--- config.mk ---
export PLATFORM = sky130hd
export DESIGN_NAME = dependency_task_dispatcher
export DESIGN_NICKNAME = d
export VERILOG_FILES = /design/src/rtl/dtd_pkg.sv /design/src/rtl/dependency_task_dispatcher.sv
export VERILOG_INCLUDE_DIRS = /design/src /design/src/rtl
export SDC_FILE = /design/constraint.sdc
export NUM_CORES = 1
export LEC_CHECK = 0
export ABC_CLOCK_PERIOD_IN_PS = 4700
export BUFFER_PORTS_ARGS = -buffer_cell sky130_fd_sc_hd__buf_2
export CORE_UTILIZATION = 60
export CTS_BUF_LIST = sky130_fd_sc_hd__clkbuf_16
export CTS_CLUSTER_DIAMETER = 120
export DETAILED_ROUTE_END_ITERATION = 7
export PLACE_DENSITY = 0.77
export SLEW_MARGIN = 15
export SYNTH_ARGS = -nofsm -noshare
export SYNTH_HDL_FRONTEND = slang
export SYNTH_SLANG_ARGS = --single-unit
export TNS_END_PERCENT = 30
--- constraint.sdc ---
create_clock -name clk -period 4.7 [get_ports clk]
set_clock_uncertainty 0.05 [all_clocks]
set_input_delay 0.94 -clock clk [delete_from_list [all_inputs] [get_ports clk]]
set_output_delay 0.94 -clock clk [all_outputs]
set_load 0.02 [all_outputs]
--- src/rtl/dependency_task_dispatcher_macros.svh ---
// Assertion macros used by the dispatcher RTL
`ifndef DEPENDENCY_TASK_DISPATCHER_MACROS_SVH
`define DEPENDENCY_TASK_DISPATCHER_MACROS_SVH

// Implication checked on every rising clock edge outside reset
`define DTD_ASSERT_IMP(label, clk, rst_n, cond, prop) \
    label: assert property (@(posedge clk) disable iff (!rst_n) (cond) |-> (prop)) \
        else $error("dispatcher check failed");

// Next-cycle implication
`define DTD_ASSERT_NEXT(label, clk, rst_n, cond, prop) \
    label: assert property (@(posedge clk) disable iff (!rst_n) (cond) |=> (prop)) \
        else $error("dispatcher check failed");

`endif

--- src/rtl/dtd_pkg.sv ---
`timescale 1ns / 1ps
`default_nettype none
package dtd_pkg;
    localparam int unsigned TASKS_DEF   = 16;
    localparam int unsigned WORKERS_DEF = 4;
    localparam logic [2:0] ACT_DEF      = 3'd4;
    localparam logic [2:0] ACT_ZERO_AS  = 3'd2;

    typedef enum logic [2:0] {
        REQ_ADD   = 3'd0,
        REQ_REM   = 3'd1,
        REQ_SUB   = 3'd2,
        REQ_DONE  = 3'd3,
        REQ_QUERY = 3'd4
    } req_t;

    localparam logic [2:0] ST_INIT     = 3'd0;
    localparam logic [2:0] ST_QUEUED   = 3'd1;
    localparam logic [2:0] ST_WAITING  = 3'd2;
    localparam logic [2:0] ST_WORKING  = 3'd3;
    localparam logic [2:0] ST_COMPLETE = 3'd4;

    localparam logic KIND_ACK  = 1'b0;
    localparam logic KIND_DISP = 1'b1;
endpackage
`default_nettype wire

--- src/rtl/dependency_task_dispatcher.sv ---
// Sequence: an item taken in idle is read, then executed; after a worker finish a rescan
// visits every table entry in order and queues waiting entries whose prerequisites are complete,
// then the dispatch pass visits workers, and the acknowledge is registered before the dispatches.
// Flow: one item at a time; further results are registered whenever the output is free,
// and the next item is taken in idle once the last result is registered, unless cfg_valid is high.
// Reset: rst_n asynchronous, active low; a clearing pass over all TASKS entries runs first.
`timescale 1ns / 1ps
`default_nettype none
`include "dependency_task_dispatcher_macros.svh"
module dependency_task_dispatcher #(
    parameter int unsigned TASKS   = dtd_pkg::TASKS_DEF,
    parameter int unsigned WORKERS = dtd_pkg::WORKERS_DEF
) (
    input  wire logic       clk,
    input  wire logic       rst_n,
    input  wire logic       cfg_valid,
    output logic            cfg_ready,
    input  wire logic [2:0] cfg_data,
    input  wire logic       in_valid,
    output logic            in_ready,
    input  wire logic [2:0] req_type,
    input  wire logic [3:0] task_id,
    input  wire logic [3:0] prereq_id,
    input  wire logic [1:0] worker_num,
    output logic            out_valid,
    input  wire logic       out_ready,
    output logic            kind,
    output logic            ok,
    output logic [2:0]      task_status,
    output logic [3:0]      task_out,
    output logic [1:0]      worker_out,
    output logic            all_idle,
    output logic            last
);
    localparam int unsigned TW = (TASKS > 1) ? $clog2(TASKS) : 1;
    localparam int unsigned WW = (WORKERS > 1) ? $clog2(WORKERS) : 1;
    localparam int unsigned CW = $clog2(TASKS + 1);
    localparam int unsigned BW = $clog2(WORKERS + 1);
    localparam logic [TW-1:0] TLAST = TW'(TASKS - 1);

    typedef enum logic [10:0] {
        S_CLR   = 11'b00000000001,
        S_IDLE  = 11'b00000000010,
        S_RD    = 11'b00000000100,
        S_EXEC  = 11'b00000001000,
        S_SCANR = 11'b00000010000,
        S_SCANW = 11'b00000100000,
        S_DEPR  = 11'b00001000000,
        S_DEPW  = 11'b00010000000,
        S_DISP  = 11'b00100000000,
        S_DISPW = 11'b01000000000,
        S_ACK   = 11'b10000000000
    } st_t;

    // task memory: state and dependency mask per entry
    logic [2:0]       tst_mem [TASKS];
    logic [TASKS-1:0] dep_mem [TASKS];
    logic [TW-1:0]    queue_mem [2**TW];
    logic [2:0]       tst_q;
    logic [TASKS-1:0] dep_q;
    logic [TW-1:0]    qrd_q;
    logic             m_we_st, m_we_dep;
    logic [TW-1:0]    m_wa, m_ra;
    logic [2:0]       m_wst;
    logic [TASKS-1:0] m_wdep;

    // completion vector mirrors task_state == complete (needed for deps test)
    logic [TASKS-1:0] comp_reg, comp_next;
    logic [TASKS-1:0] wait_reg, wait_next;
    logic [TW-1:0]    qh_reg, qh_next, qt_reg, qt_next;
    logic [CW-1:0]    qc_reg, qc_next;
    logic [WORKERS-1:0] wbusy_reg, wbusy_next;
    logic [TW-1:0]    wtask_reg [WORKERS];
    logic [TW-1:0]    wtask_next [WORKERS];
    logic [BW-1:0]    bc_reg, bc_next;
    logic             fin_reg, fin_next;
    logic [2:0]       act_reg;
    st_t              st_reg, st_next;
    logic [TW-1:0]    idx_reg, idx_next;
    logic [WW:0]      wi_reg, wi_next;
    logic [2:0]       rq_reg;
    logic [3:0]       tid_reg, pid_reg, ackt_reg, ackt_next;
    logic [1:0]       wn_reg;
    logic             ok_reg, ok_next;
    logic [2:0]       ackst_reg, ackst_next;
    logic             q_we;
    logic [TW-1:0]    q_wdata;
    // workers given a task by this item, and output register
    logic [WORKERS-1:0] dmask_reg, dmask_next;
    logic [WW-1:0]    pick;
    logic             out_free;
    logic             ovalid_reg, ovalid_next;
    logic             okind_reg, okind_next, ook_reg, ook_next, olast_reg, olast_next;
    logic             oidle_reg, oidle_next;
    logic [2:0]       ost_reg, ost_next;
    logic [3:0]       otask_reg, otask_next;
    logic [1:0]       owk_reg, owk_next;
    logic             ack_done_reg, ack_done_next;
    logic [2:0]       nact;
    logic             tvalid, pvalid;
    logic [TW-1:0]    t4, p4;

    assign tvalid = 32'(tid_reg) < TASKS;
    assign pvalid = 32'(pid_reg) < TASKS;
    assign t4 = TW'(tid_reg);
    assign p4 = TW'(pid_reg);
    always_comb
    begin
        if (act_reg == 3'd0)
            nact = dtd_pkg::ACT_ZERO_AS;
        else
            nact = act_reg;
        if (32'(nact) > WORKERS)
            nact = 3'(WORKERS);
    end

    // lowest worker still to report
    always_comb
    begin
        pick = '0;
        for (int w = WORKERS - 1; w >= 0; w--)
            if (dmask_reg[w])
                pick = WW'(w);
    end

    // memories
    always_ff @(posedge clk)
    begin
        if (m_we_st)
            tst_mem[m_wa] <= m_wst;
        if (m_we_dep)
            dep_mem[m_wa] <= m_wdep;
        tst_q <= tst_mem[m_ra];
        dep_q <= dep_mem[m_ra];
        if (q_we)
            queue_mem[qt_reg] <= q_wdata;
        qrd_q <= queue_mem[qh_reg];
    end

    assign cfg_ready = (st_reg == S_IDLE);
    assign in_ready  = (st_reg == S_IDLE) && !cfg_valid;
    assign out_valid   = ovalid_reg;
    assign kind        = okind_reg;
    assign ok          = ook_reg;
    assign task_status = ost_reg;
    assign task_out    = otask_reg;
    assign worker_out  = owk_reg;
    assign last        = olast_reg;
    assign all_idle    = oidle_reg;
    assign out_free    = !ovalid_reg || out_ready;

    // sequencer
    always_comb
    begin
        st_next = st_reg; idx_next = idx_reg; wi_next = wi_reg;
        comp_next = comp_reg; wait_next = wait_reg;
        qh_next = qh_reg; qt_next = qt_reg; qc_next = qc_reg;
        wbusy_next = wbusy_reg; bc_next = bc_reg; fin_next = fin_reg;
        for (int w = 0; w < WORKERS; w++)
            wtask_next[w] = wtask_reg[w];
        ok_next = ok_reg; ackt_next = ackt_reg; ackst_next = ackst_reg;
        dmask_next = dmask_reg;
        ack_done_next = ack_done_reg;
        ovalid_next = ovalid_reg && !out_ready;
        okind_next = okind_reg; ook_next = ook_reg; olast_next = olast_reg;
        oidle_next = oidle_reg;
        ost_next = ost_reg; otask_next = otask_reg; owk_next = owk_reg;
        m_we_st = 1'b0; m_we_dep = 1'b0; m_wa = idx_reg; m_ra = idx_reg;
        m_wst = tst_q; m_wdep = dep_q;
        q_we = 1'b0; q_wdata = idx_reg;
        case (st_reg)
            S_CLR:
            begin
                m_we_st = 1'b1; m_we_dep = 1'b1;
                m_wst = dtd_pkg::ST_INIT; m_wdep = '0;
                idx_next = idx_reg + 1'b1;
                if (idx_reg == TLAST)
                    st_next = S_IDLE;
            end
            S_IDLE:
            begin
                if (in_valid && in_ready)
                begin
                    st_next = S_RD;
                end
            end
            S_RD:
            begin
                // worker done reads the finished task's entry
                if (rq_reg == dtd_pkg::REQ_DONE && 32'(wn_reg) < WORKERS
                    && wbusy_reg[WW'(wn_reg)])
                    m_ra = wtask_reg[WW'(wn_reg)];
                else
                    m_ra = t4;
                ackt_next = (rq_reg == dtd_pkg::REQ_DONE && 32'(wn_reg) < WORKERS
                    && wbusy_reg[WW'(wn_reg)]) ? 4'(wtask_reg[WW'(wn_reg)]) : tid_reg;
                st_next = S_EXEC;
            end
            S_EXEC:
            begin
                ok_next = 1'b0;
                ackst_next = tvalid ? tst_q : dtd_pkg::ST_INIT;
                m_wa = t4;
                case (rq_reg)
                    dtd_pkg::REQ_ADD:
                        if (tvalid && pvalid && tst_q == dtd_pkg::ST_INIT
                            && !dep_q[p4])
                        begin
                            m_we_dep = 1'b1;
                            m_wdep = dep_q | (TASKS'(1) << p4);
                            ok_next = 1'b1;
                        end
                    dtd_pkg::REQ_REM:
                        if (tvalid && pvalid && (tst_q == dtd_pkg::ST_INIT
                            || tst_q == dtd_pkg::ST_COMPLETE) && dep_q[p4])
                        begin
                            m_we_dep = 1'b1;
                            m_wdep = dep_q & ~(TASKS'(1) << p4);
                            ok_next = 1'b1;
                        end
                    dtd_pkg::REQ_SUB:
                        if (tvalid && (tst_q == dtd_pkg::ST_INIT
                            || tst_q == dtd_pkg::ST_COMPLETE))
                        begin
                            m_we_st = 1'b1;
                            ok_next = 1'b1;
                            comp_next[t4] = 1'b0;
                            if ((dep_q & ~comp_reg) == '0)
                            begin
                                m_wst = dtd_pkg::ST_QUEUED;
                                ackst_next = dtd_pkg::ST_QUEUED;
                                q_we = 1'b1; q_wdata = t4;
                                qt_next = qt_reg + 1'b1;
                                qc_next = qc_reg + 1'b1;
                            end
                            else
                            begin
                                m_wst = dtd_pkg::ST_WAITING;
                                ackst_next = dtd_pkg::ST_WAITING;
                                wait_next[t4] = 1'b1;
                            end
                        end
                    dtd_pkg::REQ_DONE:
                        if (32'(wn_reg) < WORKERS && wbusy_reg[WW'(wn_reg)])
                        begin
                            m_wa = TW'(ackt_reg);
                            m_we_st = 1'b1; m_wst = dtd_pkg::ST_COMPLETE;
                            ackst_next = dtd_pkg::ST_COMPLETE;
                            comp_next[TW'(ackt_reg)] = 1'b1;
                            wbusy_next[WW'(wn_reg)] = 1'b0;
                            if (bc_reg != '0)
                                bc_next = bc_reg - 1'b1;
                            fin_next = 1'b1;
                            ok_next = 1'b1;
                        end
                    dtd_pkg::REQ_QUERY:
                        ok_next = tvalid;
                    default: ;
                endcase
                idx_next = '0; wi_next = '0; ack_done_next = 1'b0;
                dmask_next = '0;
                st_next = (fin_next) ? S_SCANR : S_DISP;
            end
            S_SCANR:
            begin
                // rescan in index order; read entry idx
                m_ra = idx_reg;
                fin_next = 1'b0;
                st_next = wait_reg[idx_reg] ? S_DEPR : S_SCANW;
            end
            S_DEPR:
            begin
                m_wa = idx_reg;
                if ((dep_q & ~comp_reg) == '0)
                begin
                    m_we_st = 1'b1; m_wst = dtd_pkg::ST_QUEUED;
                    wait_next[idx_reg] = 1'b0;
                    q_we = 1'b1; q_wdata = idx_reg;
                    qt_next = qt_reg + 1'b1;
                    qc_next = qc_reg + 1'b1;
                    if (32'(idx_reg) == 32'(ackt_reg))
                        ackst_next = dtd_pkg::ST_QUEUED;
                end
                st_next = S_DEPW;
            end
            S_DEPW, S_SCANW:
            begin
                idx_next = idx_reg + 1'b1;
                st_next = (idx_reg == TLAST) ? S_DISP : S_SCANR;
            end
            S_DISP:
            begin
                // one worker per visit; the queue head is read this cycle
                if (32'(wi_reg) < 32'(nact) && qc_reg != '0)
                begin
                    if (wbusy_reg[wi_reg[WW-1:0]])
                        wi_next = wi_reg + 1'b1;
                    else
                        st_next = S_DISPW;
                end
                else
                    st_next = S_ACK;
            end
            S_DISPW:
            begin
                m_wa = qrd_q; m_we_st = 1'b1; m_wst = dtd_pkg::ST_WORKING;
                wbusy_next[wi_reg[WW-1:0]] = 1'b1;
                wtask_next[wi_reg[WW-1:0]] = qrd_q;
                dmask_next[wi_reg[WW-1:0]] = 1'b1;
                bc_next = bc_reg + 1'b1;
                qh_next = qh_reg + 1'b1;
                qc_next = qc_reg - 1'b1;
                if (32'(qrd_q) == 32'(ackt_reg))
                    ackst_next = dtd_pkg::ST_WORKING;
                wi_next = wi_reg + 1'b1;
                st_next = S_DISP;
            end
            S_ACK:
            begin
                // acknowledge first, then the dispatches in worker order
                if (out_free)
                begin
                    ovalid_next = 1'b1;
                    oidle_next = (qc_reg == '0) && (wait_reg == '0) && (bc_reg == '0);
                    if (!ack_done_reg)
                    begin
                        okind_next = dtd_pkg::KIND_ACK;
                        ook_next = ok_reg; ost_next = ackst_reg;
                        otask_next = ackt_reg; owk_next = '0;
                        ack_done_next = 1'b1;
                        olast_next = (dmask_reg == '0);
                    end
                    else
                    begin
                        okind_next = dtd_pkg::KIND_DISP;
                        ook_next = 1'b1; ost_next = dtd_pkg::ST_WORKING;
                        otask_next = 4'(wtask_reg[pick]); owk_next = 2'(pick);
                        dmask_next[pick] = 1'b0;
                        olast_next = ((dmask_reg & ~(WORKERS'(1) << pick)) == '0);
                    end
                    if (olast_next)
                        st_next = S_IDLE;
                end
            end
            default:
                st_next = S_IDLE;
        endcase
    end

    always_ff @(posedge clk or negedge rst_n)
    begin
        if (!rst_n)
        begin
            st_reg <= S_CLR; idx_reg <= '0; wi_reg <= '0;
            comp_reg <= '0; wait_reg <= '0;
            qh_reg <= '0; qt_reg <= '0; qc_reg <= '0;
            wbusy_reg <= '0; bc_reg <= '0; fin_reg <= 1'b0;
            act_reg <= dtd_pkg::ACT_DEF;
            dmask_reg <= '0; ovalid_reg <= 1'b0; ack_done_reg <= 1'b0;
        end
        else
        begin
            st_reg <= st_next; idx_reg <= idx_next; wi_reg <= wi_next;
            comp_reg <= comp_next; wait_reg <= wait_next;
            qh_reg <= qh_next; qt_reg <= qt_next; qc_reg <= qc_next;
            wbusy_reg <= wbusy_next; bc_reg <= bc_next; fin_reg <= fin_next;
            dmask_reg <= dmask_next; ovalid_reg <= ovalid_next;
            ack_done_reg <= ack_done_next;
            if (cfg_valid && cfg_ready)
                act_reg <= cfg_data;
        end
    end

    // payload registers
    always_ff @(posedge clk)
    begin
        if (in_valid && in_ready)
        begin
            rq_reg <= req_type; tid_reg <= task_id;
            pid_reg <= prereq_id; wn_reg <= worker_num;
        end
        ok_reg <= ok_next; ackt_reg <= ackt_next; ackst_reg <= ackst_next;
        okind_reg <= okind_next; ook_reg <= ook_next; olast_reg <= olast_next;
        oidle_reg <= oidle_next;
        ost_reg <= ost_next; otask_reg <= otask_next; owk_reg <= owk_next;
        for (int w = 0; w < WORKERS; w++)
            wtask_reg[w] <= wtask_next[w];
    end

    `DTD_ASSERT_IMP(a_in_idle, clk, rst_n, in_valid && in_ready, st_reg == S_IDLE)
    `DTD_ASSERT_IMP(a_qc_range, clk, rst_n, 1'b1, 32'(qc_reg) <= TASKS)
    `DTD_ASSERT_IMP(a_busy_cnt, clk, rst_n, 1'b1, 32'(bc_reg) == 32'($countones(wbusy_reg)))
    `DTD_ASSERT_NEXT(a_hold, clk, rst_n, out_valid && !out_ready, out_valid && $stable(task_out))
endmodule
`default_nettype wire
* Word-level counts from Yosys, hierarchy flattened
Memories as Yosys holds them, arrays and structs flattened. A register that Yosys moved wholly into a read port is not among the register bits. Index checks and enable logic that the tools add are counted.
Storage, ports and cells: flip-flop bits (word level) 114, bits in writable memories 384, bits of input ports 21, logic and storage cells 302, memories kept 4
Memories:
- dep_mem | words 16, width 16, read ports 1, clocked after Yosys merged registers in 1, wr ports 1, RTL line dependency_task_dispatcher.sv:57 | logic [TASKS-1:0] dep_mem [TASKS];
- queue_mem | words 16, width 4, read ports 1, clocked after Yosys merged registers in 1, wr ports 1, RTL line dependency_task_dispatcher.sv:58 | logic [TW-1:0] queue_mem [2**TW];
- tst_mem | words 16, width 3, read ports 1, clocked after Yosys merged registers in 1, wr ports 1, RTL line dependency_task_dispatcher.sv:56 | logic [2:0] tst_mem [TASKS];
- wtask_reg | words 4, width 4, read ports 6, clocked after Yosys merged registers in 1, wr ports 4, RTL line dependency_task_dispatcher.sv:73 | logic [TW-1:0] wtask_reg [WORKERS];
Cells by class: $add $sub $neg 8, order comparisons 17, equality and inequality tests 38, shift-type cells 2, multiplexer cells 126, bitwise logic cells 20, reductions and logical operators 58
Operator list (number):
- two-way mux 16 bit | 9
- one-hot mux 16 bit (2 select lines) | 4
- one-hot mux 11 bit (10 select lines) | 1
- two-way mux 4 bit | 17
- two-way mux 11 bit | 6
- AND 16 bit | 4
- inverter 16 bit | 4
- OR 16 bit | 3
- two-way mux 3 bit | 13
- two-way mux 1 bit | 33
- logical NOT 16 bit | 2
- one-hot mux 4 bit (2 select lines) | 4
- != test 2 bit, second input constant | 15
- less-than comparator 4 x 5 -> 1 bit, second input constant | 4
- two-way mux 9 bit | 2
- one-hot mux 3 bit (3 select lines) | 2
- logical AND 1 bit | 17
- bitwise mux 16 bit | 1
- left shift 1 x 4 -> 16 bit, first input constant | 1
- two-way mux 5 bit | 3
- one-hot mux 5 bit (3 select lines) | 1
- AND reduction 3 bit | 5
- adder 4 x 1 -> 4 bit, second input constant | 3
- AND 4 bit | 3
- 59 further kinds | 112

* Depth between registers and ports, before layout
depth after elaboration 14, depth in mapped cells 11

* Worst setup path before layout
No wires, ideal clock.
path type reg2reg, from register pid_reg[0] (netlist: p4[0]), to memory dep_mem[2][0] in the netlist's numbering (enable), library setup time 0.388 ns, arrival time 2.958 ns, setup slack 1.304 ns, stages on the path, launching flop included 9, clock period less this slack 3.396 ns, cell sequence edfxtp_1 > buf_2 > mux4_2 > mux4_2 > nor4b_4 > a21oi_1 > o21ai_1 > nand2_1 > nor2_1
On the way: word-level cells in the longest chain between the ends 9, elaborated cells on any way between the ends 11, classes of those cells mux (8); reduce/logical (3)
Ends and longest elaborated chain:
- from (decl) | RTL line dependency_task_dispatcher.sv:82 | logic [3:0] tid_reg, pid_reg, ackt_reg, ackt_next;
- from (signal assigned) | RTL line dependency_task_dispatcher.sv:380 | pid_reg <= prereq_id; wn_reg <= worker_num;
- binary-select mux 1 bit (select 4 bit) * | RTL line dependency_task_dispatcher.sv:207, dependency_task_dispatcher.sv:215
- two-way mux 1 bit (not written as such) * | RTL line dependency_task_dispatcher.sv:207, dependency_task_dispatcher.sv:215
- logical NOT 1 bit | RTL line dependency_task_dispatcher.sv:207 | && !dep_q[p4])
- logical AND 1 bit | RTL line dependency_task_dispatcher.sv:207
- two-way mux 1 bit | RTL line dependency_task_dispatcher.sv:206 | if (tvalid && pvalid && tst_q == dtd_pkg::ST_INIT
- one-hot mux 1 bit (2 select lines) * | RTL line dependency_task_dispatcher.sv:204 | case (rq_reg)
- one-hot mux 1 bit (2 select lines) * | RTL line dependency_task_dispatcher.sv:171 | case (st_reg)
- two-way mux 1 bit * | RTL line dependency_task_dispatcher.sv:131 | if (m_we_dep)
- two-way mux 1 bit (not written as such) * | RTL line dependency_task_dispatcher.sv:132 | dep_mem[m_wa] <= m_wdep;
- to (decl) | RTL line dependency_task_dispatcher.sv:57
Mark *: on every way between the ends. The rest lies on a longest branch, timed or not. The select of a mux whose other input is x is not followed.

* Worst setup path in the final report
from register st_reg[1], to memory dep_mem[4][12] in the netlist's numbering (enable)
On the way: word-level cells in the longest chain between the ends 4, elaborated cells on any way between the ends 7, classes of those cells eq/ne (3); mux (4)
Ends and longest elaborated chain:
- from (decl) | RTL line dependency_task_dispatcher.sv:78 | st_t st_reg, st_next;
- from (signal assigned) | RTL line dependency_task_dispatcher.sv:363 | st_reg <= st_next; idx_reg <= idx_next; wi_reg <= wi_next;
- == test 11 x 4 -> 1 bit / == test 11 x 1 -> 1 bit (equally long branches) | RTL line dependency_task_dispatcher.sv:171
- one-hot mux 1 bit (2 select lines) | RTL line dependency_task_dispatcher.sv:171
- two-way mux 1 bit | RTL line dependency_task_dispatcher.sv:131
- two-way mux 1 bit (not written as such) | RTL line dependency_task_dispatcher.sv:132
Parallel ways exist; a longest one is shown, timed or not.

==> results.toml <==
[status]
status = "complete, no violations"

[die]
die_w_um = 195
die_height_um = 195
io_pins = 37
core_area_um2 = 36500
die_area_um2 = 37900
num_rows = 70
start_util_pct = 60.9

[synthesis]
syn_area_per_cell_um2 = 13.8
ys_warn_count = 0
synth_ff_type = "edfxtp_1"
synth_area_um2 = 22300
ys_ff_latch = 523
ys_seq_area_share_pct = 67.7
syn_inst = 1616
synth_edf_count = 418
ys_async_sr_fraction_pct = 15.3
synth.top_cell.area_share_pct = 56.4
synth_cell_type_count = 76
yosysTopAreaCell = "edfxtp_1"
yosys-top-cells-area = "edfxtp_1 56%, dfrtp_1 8.8%, mux4_2 3.6%, nand2_1 3.0%, a21oi_1 2.9%"
syn-num-nets = 1657

[clock_network]
cts_max_level = 2
cts-buffers-inserted = 51
clock_sinks = 523
cts.repair.resized = 0
post_cts_buffers = 0
cts_hold_buf = 0
cts-root-buf = "clkbuf_16"
cts_tree = "done"
worst_skew_pair.late_latency_ps = 600
cts_buffer_depth = 3
path_clk_slew_ps = 60

[power_and_ir_drop]
p_total_mw = 11.2
power_density_nw_per_um2 = 452
ir_drop_mv = 0.370
leakage_nw = 9.36

[detailed_routing]
ant_nets = 0
drtIter0Drc = 1552
wl_um = 53300
viasPerCell = 6.51
wl_per_cell_um = 24.5
vias = 14100
firstDrtPassIters = 8
post-route-drc-count = 0

[timing]
drv_slew = 0
slew_headroom_pct = 29.6
grt_setup_unrepaired = "false"
finalHoldViolCount = 0
finalCriticalPeriod_ps = 4100
setup_viol = 0
tightestPinTransition_ps = 1060
timing.final.ws_setup_ps = 599
finalSetupTns_ps = 0
fmax_ghz = 0.244
hold_ws_ps = 418
fin_crit_sh_pct = 87.2

[global_route]
grt_pass1_vias = 13900
grt_max_degree = 81
globalRouteTotalUtil_pct = 28.5
grt-ovfl-total = 0
antenna_found_initial = 0
grt_first_pass_wirelength_um = 81200

[final_layout]
antenna_cells = 0
fin_nets = 1702
regMostFlops = "dep_mem"
area_delta_synth_final_pct = 11.0
multi_input_area_um2 = 6740
drive_above_1_share_pct = 14.2
mostFrequentLayoutCell = "edfxtp_1"
top_regs = "dep_mem x256, queue_mem x64, tst_mem x48"
seqCellArea_um2 = 15100
largest_reg_flops = 256
nFillCells = 2491
stdcell_count = 2171
final_cell_mix = "418 x edfxtp_1, 178 x nand2_1, 130 x a21oi_1"

[job]
max_cap_violations = 0

[worst_setup_path]
crit_chain = "nor4_4, nand4_1, and3_1, a221oi_1, nand2b_1, nor2_2"
critical-path-max-stage-delay_ps = 850
worst-path-max-fanout = 16
arrival_ps = 4270
worstSetupPathType = "reg -> reg"
critPathLaunchType = "flop"
end_kind = "flop"
required_ps = 4870
critPathSlowestCell = "nor2_2"

[place]
gp_congestion = 0.923
port_buffers = 36
dp_cells = 2076
dp_slack_ps = 684
place_hpwl_um = 34700

[worst_hold_path]
worst_hold_path_type = "reg -> reg"
-- layer usage --
metal / GRT usage, % / vias up / share of wire (%)
li1: - / 6277 / -
met1: 36.9 / 6973 / 38
met2: 47.6 / 756 / 49
met4: 11.4 / 0 / 3.9
met3: 5.43 / 127 / 8.8
met5: 0 / - / 0
-- power by group --
part / internal [mW] / total (mW) / switching [mW]
Clock: 2.31 / 4.02 / 1.71
Combinational: 0.508 / 1.58 / 1.07
Sequential: 5.41 / 5.56 / 0.151
-- final cells by class --
type / instances / share of cell area (%)
repair buffers: 79 / 2.15
multi-input cells: 971 / 27.3
clock inverters: 44 / 1.53
flip-flops and latches: 523 / 61.0
inverters: 35 / 0.532
clock buffers: 51 / 5.17
well taps: 468 / 2.37
-- cells by family after synthesis --
logic type / after synthesis / synth area share [%]
xor+xnor: 22 / 0.866
simple gates: 459 / 10.1
buf+inv: 122 / 2.41
flops: 523 / 67.7
compound gates: 366 / 11.0
mux: 103 / 6.73
fa+ha+maj: 21 / 1.24
-- path summary, 6_finish.rpt --
kind,slack [ps],cells after the start,from,to
worst max-delay path,600,6,st_reg[1],dep_mem[4][12]
worst min-delay path,420,1,qc_reg[4],qc_reg[4]
worst max register to register,600,6,st_reg[1],dep_mem[4][12]
worst min register to register,420,1,qc_reg[4],qc_reg[4]
max in group asynchronous,3360,1,rst_n,qh_reg[0]
min in group asynchronous,500,1,rst_n,qc_reg[3]
-- critical path, delay by kind of cell, from the launching register on --
kind,cells,cell delay [ps]
simple gates,5,2730
compound gates,1,500
flops,1,450
-- stage by stage --
| stage | area [um2] | utilization [%] |
|---|---|---|
| after CTS | 24700 | 67.6 |
| after floorplan | 22300 | - |
| after global routing | 24700 | 67.6 |
| final | 24700 | 67.6 |
| after global placement | 23000 | 63.1 |
| after detailed placement | 23000 | 63.1 |
-- synthesized netlist by cell type, types with 20 or more instances --
| library cell | number |
|---|---|
| a21oi_1 | 130 |
| a221o_1 | 39 |
| a221oi_1 | 23 |
| and2_1 | 22 |
| buf_2 | 20 |
| clkbuf_1 | 47 |
| dfrtp_1 | 78 |
| dfxtp_1 | 25 |
| edfxtp_1 | 418 |
| inv_1 | 32 |
| mux2i_1 | 58 |
| mux4_2 | 36 |
| nand2_1 | 178 |
| nand3_1 | 46 |
| nor2_1 | 78 |
| nor2b_1 | 27 |
| o21ai_0 | 66 |
| xnor2_1 | 21 |
(Power assumes the default switching activity.)
